--- src/rtl/core/accumulator_stack_cpu_step_macros.svh ---
// ----------------------------------------------------------------------------
// accumulator_stack_cpu_step_macros.svh
// Assertion macros shared by the accumulator stack CPU files.
// ----------------------------------------------------------------------------
`ifndef ACCUMULATOR_STACK_CPU_STEP_MACROS_SVH
`define ACCUMULATOR_STACK_CPU_STEP_MACROS_SVH

// Same-cycle implication under a synchronous reset.
`define ACSC_CHK_IMP(label, cname, rname, ante, cons, msg) \
  label: assert property (@(posedge cname) disable iff (rname) (ante) |-> (cons)) \
    else $error(msg);

// Next-cycle implication under a synchronous reset.
`define ACSC_CHK_NXT(label, cname, rname, ante, cons, msg) \
  label: assert property (@(posedge cname) disable iff (rname) (ante) |=> (cons)) \
    else $error(msg);

`endif

--- src/rtl/core/acsc_pkg.sv ---
// ----------------------------------------------------------------------------
// acsc_pkg
// Types, constants and helpers of the accumulator stack CPU.
// ----------------------------------------------------------------------------
package acsc_pkg;

  // Word memory is 2**MEM_AW words; every address wraps to MEM_AW bits.
  localparam int MEM_AW    = 12;
  localparam int MEM_WORDS = 1 << MEM_AW;
  localparam int WORD_W    = 32;

  typedef logic [MEM_AW-1:0] maddr_t;

  typedef enum logic [1:0] {
    ST_RUN   = 2'd0,
    ST_HALT  = 2'd1,
    ST_BADOP = 2'd2
  } status_t;

  typedef enum logic [7:0] {
    OP_LDC  = 8'd0,
    OP_ADC  = 8'd1,
    OP_LDL  = 8'd2,
    OP_STL  = 8'd3,
    OP_LDNL = 8'd4,
    OP_STNL = 8'd5,
    OP_ADD  = 8'd6,
    OP_SUB  = 8'd7,
    OP_SHL  = 8'd8,
    OP_SHR  = 8'd9,
    OP_ADJ  = 8'd10,
    OP_A2SP = 8'd11,
    OP_SP2A = 8'd12,
    OP_CALL = 8'd13,
    OP_RET  = 8'd14,
    OP_BRZ  = 8'd15,
    OP_BRLZ = 8'd16,
    OP_BR   = 8'd17,
    OP_HALT = 8'd18
  } opcode_t;

  typedef enum logic [1:0] {
    MK_NONE,
    MK_LOAD,
    MK_STORE
  } mem_kind_t;

  typedef struct packed {
    logic [WORD_W-1:0] a;
    logic [WORD_W-1:0] b;
    logic [WORD_W-1:0] pc;
    logic [WORD_W-1:0] sp;
    status_t           status;
  } regs_t;

  typedef struct packed {
    regs_t             nxt;
    mem_kind_t         kind;
    maddr_t            addr;
    logic [WORD_W-1:0] wdata;
    logic [7:0]        opcode;
  } exec_out_t;

  function automatic maddr_t to_addr(input logic [WORD_W-1:0] v);
    return v[MEM_AW-1:0];
  endfunction

endpackage

--- src/rtl/core/acsc_exec.sv ---
// ----------------------------------------------------------------------------
// acsc_exec
// Decode one fetched word and compute next registers and memory access.
// ----------------------------------------------------------------------------
module acsc_exec import acsc_pkg::*; (
  input  regs_t             cur,
  input  logic [WORD_W-1:0] word,
  output exec_out_t         res
);

  opcode_t           opc;
  logic [WORD_W-1:0] opd;
  logic [WORD_W-1:0] pc_inc;
  logic [WORD_W-1:0] pc_rel;

  assign opc    = opcode_t'(word[7:0]);
  assign opd    = {{8{word[WORD_W-1]}}, word[WORD_W-1:8]};
  assign pc_inc = cur.pc + 32'd1;
  assign pc_rel = pc_inc + opd;

  always_comb begin
    res        = '0;
    res.nxt    = cur;
    res.kind   = MK_NONE;
    res.wdata  = cur.a;
    if (cur.status == ST_RUN) begin
      res.nxt.pc = pc_inc;
      res.opcode = word[7:0];
      case (opc)
        OP_LDC: begin
          res.nxt.b = cur.a;
          res.nxt.a = opd;
        end
        OP_ADC: res.nxt.a = cur.a + opd;
        OP_LDL: begin
          res.nxt.b = cur.a;
          res.kind  = MK_LOAD;
          res.addr  = to_addr(cur.sp + opd);
        end
        OP_STL: begin
          res.kind  = MK_STORE;
          res.addr  = to_addr(cur.sp + opd);
          res.wdata = cur.a;
          res.nxt.a = cur.b;
        end
        OP_LDNL: begin
          res.kind = MK_LOAD;
          res.addr = to_addr(cur.a + opd);
        end
        OP_STNL: begin
          res.kind  = MK_STORE;
          res.addr  = to_addr(cur.a + opd);
          res.wdata = cur.b;
        end
        OP_ADD: res.nxt.a = cur.b + cur.a;
        OP_SUB: res.nxt.a = cur.b - cur.a;
        OP_SHL: res.nxt.a = (|cur.a[WORD_W-1:5]) ? '0 : (cur.b << cur.a[4:0]);
        OP_SHR: begin
          // Out-of-range amounts fill with the sign of B.
          if (|cur.a[WORD_W-1:5]) begin
            res.nxt.a = {WORD_W{cur.b[WORD_W-1]}};
          end else begin
            res.nxt.a = WORD_W'($signed(cur.b) >>> cur.a[4:0]);
          end
        end
        OP_ADJ: res.nxt.sp = cur.sp + opd;
        OP_A2SP: begin
          res.nxt.sp = cur.a;
          res.nxt.a  = cur.b;
        end
        OP_SP2A: begin
          res.nxt.b = cur.a;
          res.nxt.a = cur.sp;
        end
        OP_CALL: begin
          res.nxt.b  = cur.a;
          res.nxt.a  = pc_inc;
          res.nxt.pc = pc_rel;
        end
        OP_RET: begin
          res.nxt.pc = cur.a;
          res.nxt.a  = cur.b;
        end
        OP_BRZ: begin
          if (cur.a == '0) begin
            res.nxt.pc = pc_rel;
          end
        end
        OP_BRLZ: begin
          if (cur.a[WORD_W-1]) begin
            res.nxt.pc = pc_rel;
          end
        end
        OP_BR:   res.nxt.pc = pc_rel;
        OP_HALT: res.nxt.status = ST_HALT;
        default: res.nxt.status = ST_BADOP;
      endcase
    end
  end

endmodule

--- config.mk ---
export PLATFORM = sky130hd
export DESIGN_NAME = acsc_exec
export DESIGN_NICKNAME = d
export VERILOG_FILES = /design/src/rtl/core/accumulator_stack_cpu_step_macros.svh /design/src/rtl/core/acsc_pkg.sv /design/src/rtl/core/acsc_exec.sv
export SDC_FILE = /design/constraint.sdc
export NUM_CORES = 1
export LEC_CHECK = 0
export ABC_CLOCK_PERIOD_IN_PS = 28000
export BUFFER_PORTS_ARGS = -buffer_cell sky130_fd_sc_hd__buf_2
export CAP_MARGIN = 20
export CORE_ASPECT_RATIO = 0.5
export CORE_MARGIN = 2
export CORE_UTILIZATION = 39
export DETAILED_ROUTE_END_ITERATION = 12
export SLEW_MARGIN = 20
export SYNTH_ARGS = -nofsm -noshare
export SYNTH_HDL_FRONTEND = slang
export SYNTH_SLANG_ARGS = --single-unit
--- constraint.sdc ---
create_clock -name vclk -period 28
set_input_delay 8.4 -clock vclk [all_inputs]
set_output_delay 8.4 -clock vclk [all_outputs]
set_load 0.03 [all_outputs]
==> flow_metrics.tcl <==
set metrics [dict create \
    worstSetupStartpointType "primary input" \
    hold_viol_final 0 \
    vias 19520 \
    drive_above_1_share_pct 21.96 \
    antenna_found_initial 8 \
    place_ws_ns 5.675 \
    hold_class "primary input to output pin" \
    critPathMaxFanout 21 \
    wl_met3_um 12220 \
    ant_nets 0 \
    cap_violations 0 \
    hold_path_end "res[106]" \
    stdcell_area_um2 16670 \
    grt_first_pass_wirelength_um 119300 \
    worst_pin_slew_ns 1.199 \
    place_congestion 1.082 \
    wl_um 84550 \
    hpwl_um 67030 \
    flops_and_latches 0 \
    run_status "finished, final reports clean" \
    highest_layer "met5" \
    critPathKind "primary input to output pin" \
    clock.fmax_mhz 44.25 \
    worstHoldStart "cur[52]" \
    dpl_cell_area_um2 16660 \
    yosysSeqAreaShare_pct 0 \
    synthToLayoutAreaGrowth_pct 13.20 \
    placeableCoreArea_um2 37290 \
    holdBufCountCts 0 \
    whs_path_depth 4 \
    die_h_um 141.4 \
    arrival_ns 14.20 \
    finalSetupViolCount 0 \
    wl_met1_um 36740 \
    synth_nets 2462 \
    die_w_um 278.8 \
    fp-row-count 50 \
    fillCellCount 4055 \
    avgSynthCellArea_um2 6.791 \
    wire_per_inst_um 29.46 \
    first_global_vias 17190 \
    track_usage_pct 40.61 \
    grt_max_degree 85 \
    synth.distinct_cells 79 \
    netlist_area_um2 14730 \
    slew_headroom_pct 20.04 \
    critPathRequiredTime_ns 19.60 \
    wl_met2_um 33130 \
    io_buffers 346 \
    overflow 0 \
    drc 0 \
    seq_area_um2 0 \
    cp-end-kind "output pin" \
    yosysWarnings 0 \
    cts_setup_buffers 0 \
    initial_core_util_pct 39.51 \
    rsz0062_at_grt "no" \
    fin_crit_sh_pct 80.70 \
    maxSlewViolCount 0 \
    setup_ws_ns 5.403 \
    ios 346 \
    final.min_clock_period_ns 22.60 \
    drtPass1Iterations 8 \
    cts_resized 0 \
    syn-instance-count 2169 \
    dr.first_iter.drc_count 3447 \
    clock_buffers 0 \
    whs_ns 17.22 \
    finalSetupTns_ns 0 \
    viasPerCell 6.801 \
    die_area_um2 39440 \
    fin_nets 2668 \
]
cells in the final DEF (no fill, tap or decap), types with 14 or more instances in the layout:
| cell type | n |
|---|---|
| a211oi_1 | 39 |
| a21o_1 | 70 |
| a21oi_1 | 203 |
| a221oi_1 | 32 |
| a222oi_1 | 27 |
| a22oi_1 | 54 |
| a31oi_1 | 29 |
| and2_1 | 22 |
| and3_1 | 24 |
| buf_2 | 344 |
| buf_4 | 30 |
| ha_1 | 127 |
| inv_1 | 44 |
| mux2_2 | 73 |
| mux2i_1 | 55 |
| mux4_2 | 41 |
| nand2_1 | 184 |
| nand2b_1 | 35 |
| nand3_1 | 50 |
| nand4_1 | 14 |
| nor2_1 | 220 |
| nor2b_1 | 16 |
| nor3_1 | 50 |
| o211ai_1 | 19 |
| o21a_1 | 19 |
| o21ai_0 | 178 |
| o21bai_1 | 15 |
| or3_1 | 14 |
| xnor2_1 | 91 |
| xor2_1 | 68 |
stage by stage:
step | utilization, % | instances
2_1_floorplan | - | 2169
3_3_place_gp | 44.67 | 2866
3_5_place_dp | 44.69 | 2867
4_1_cts | 44.69 | 2867
5_1_grt | 44.71 | 2869
6_report | 44.72 | 2870
cells in the mapped netlist (33+ instances only):
library cell	number	area share (%)
a22oi_1	54	2.8
ha_1	127	11
mux4_2	41	6.3
clkbuf_1	134	3.4
a211oi_1	39	2.0
nand3_1	50	1.7
a21o_1	70	3.6
nor2_1	224	5.7
mux2_2	73	5.6
nand2_1	185	4.7
nand2b_1	35	1.5
inv_1	45	1.1
nor3_1	53	1.8
xor2_1	68	4.0
a221oi_1	33	2.0
mux2i_1	55	3.7
xnor2_1	91	5.4
a21oi_1	203	6.9
o21ai_0	178	6.0
critical path: stages:
cell and delay (ns):
buf_2 0.15, nor4_1 0.64, nand2_1 0.20, nor2_1 0.14, buf_4 0.31, nand2_1 0.49, o21ai_0 0.27, xor2_1 0.18
ha_1 0.31, and4_1 0.25, a221o_1 0.29, a311oi_1 0.59, a211oi_1 0.23, o31ai_1 0.41, o21ai_0 0.35, a31oi_1 0.29
o21ai_0 0.15, xnor2_1 0.17, o2bb2ai_1 0.14, buf_2 0.22
cell families after synthesis:
group	after synthesis	share of synthesized area, %
compound gates	806	35.96
xor+xnor	159	9.454
fa+ha+maj	131	11.33
buf+inv	215	5.725
mux	169	15.59
simple gates	689	21.95
cell type report:
type	count	area (µm²)	share of cell area (%)
multi-input combinational	1954	13930	83.56
timing repair buffer	374	1947	11.68
tap	494	618.1	3.707
inverter	45	168.9	1.013
antenna	3	7.507	0.04502
worst max-delay path by stage:
stage / startpoint / to / slack, ns
final: word[4] / res[183] / 5.40
after CTS: word[4] / res[183] / 5.62
after floorplan: cur[98] / res[181] / 5.96
after detailed placement: word[4] / res[183] / 5.67
after global routing: word[4] / res[183] / 5.07
after global placement: word[4] / res[183] / 5.74
metal layers:
layer	vias to the layer above	GRT usage, %
li1	8683	-
met1	9371	59.87
met2	1287	56.32
met3	171	12.58
met4	8	9.960
met5	-	0
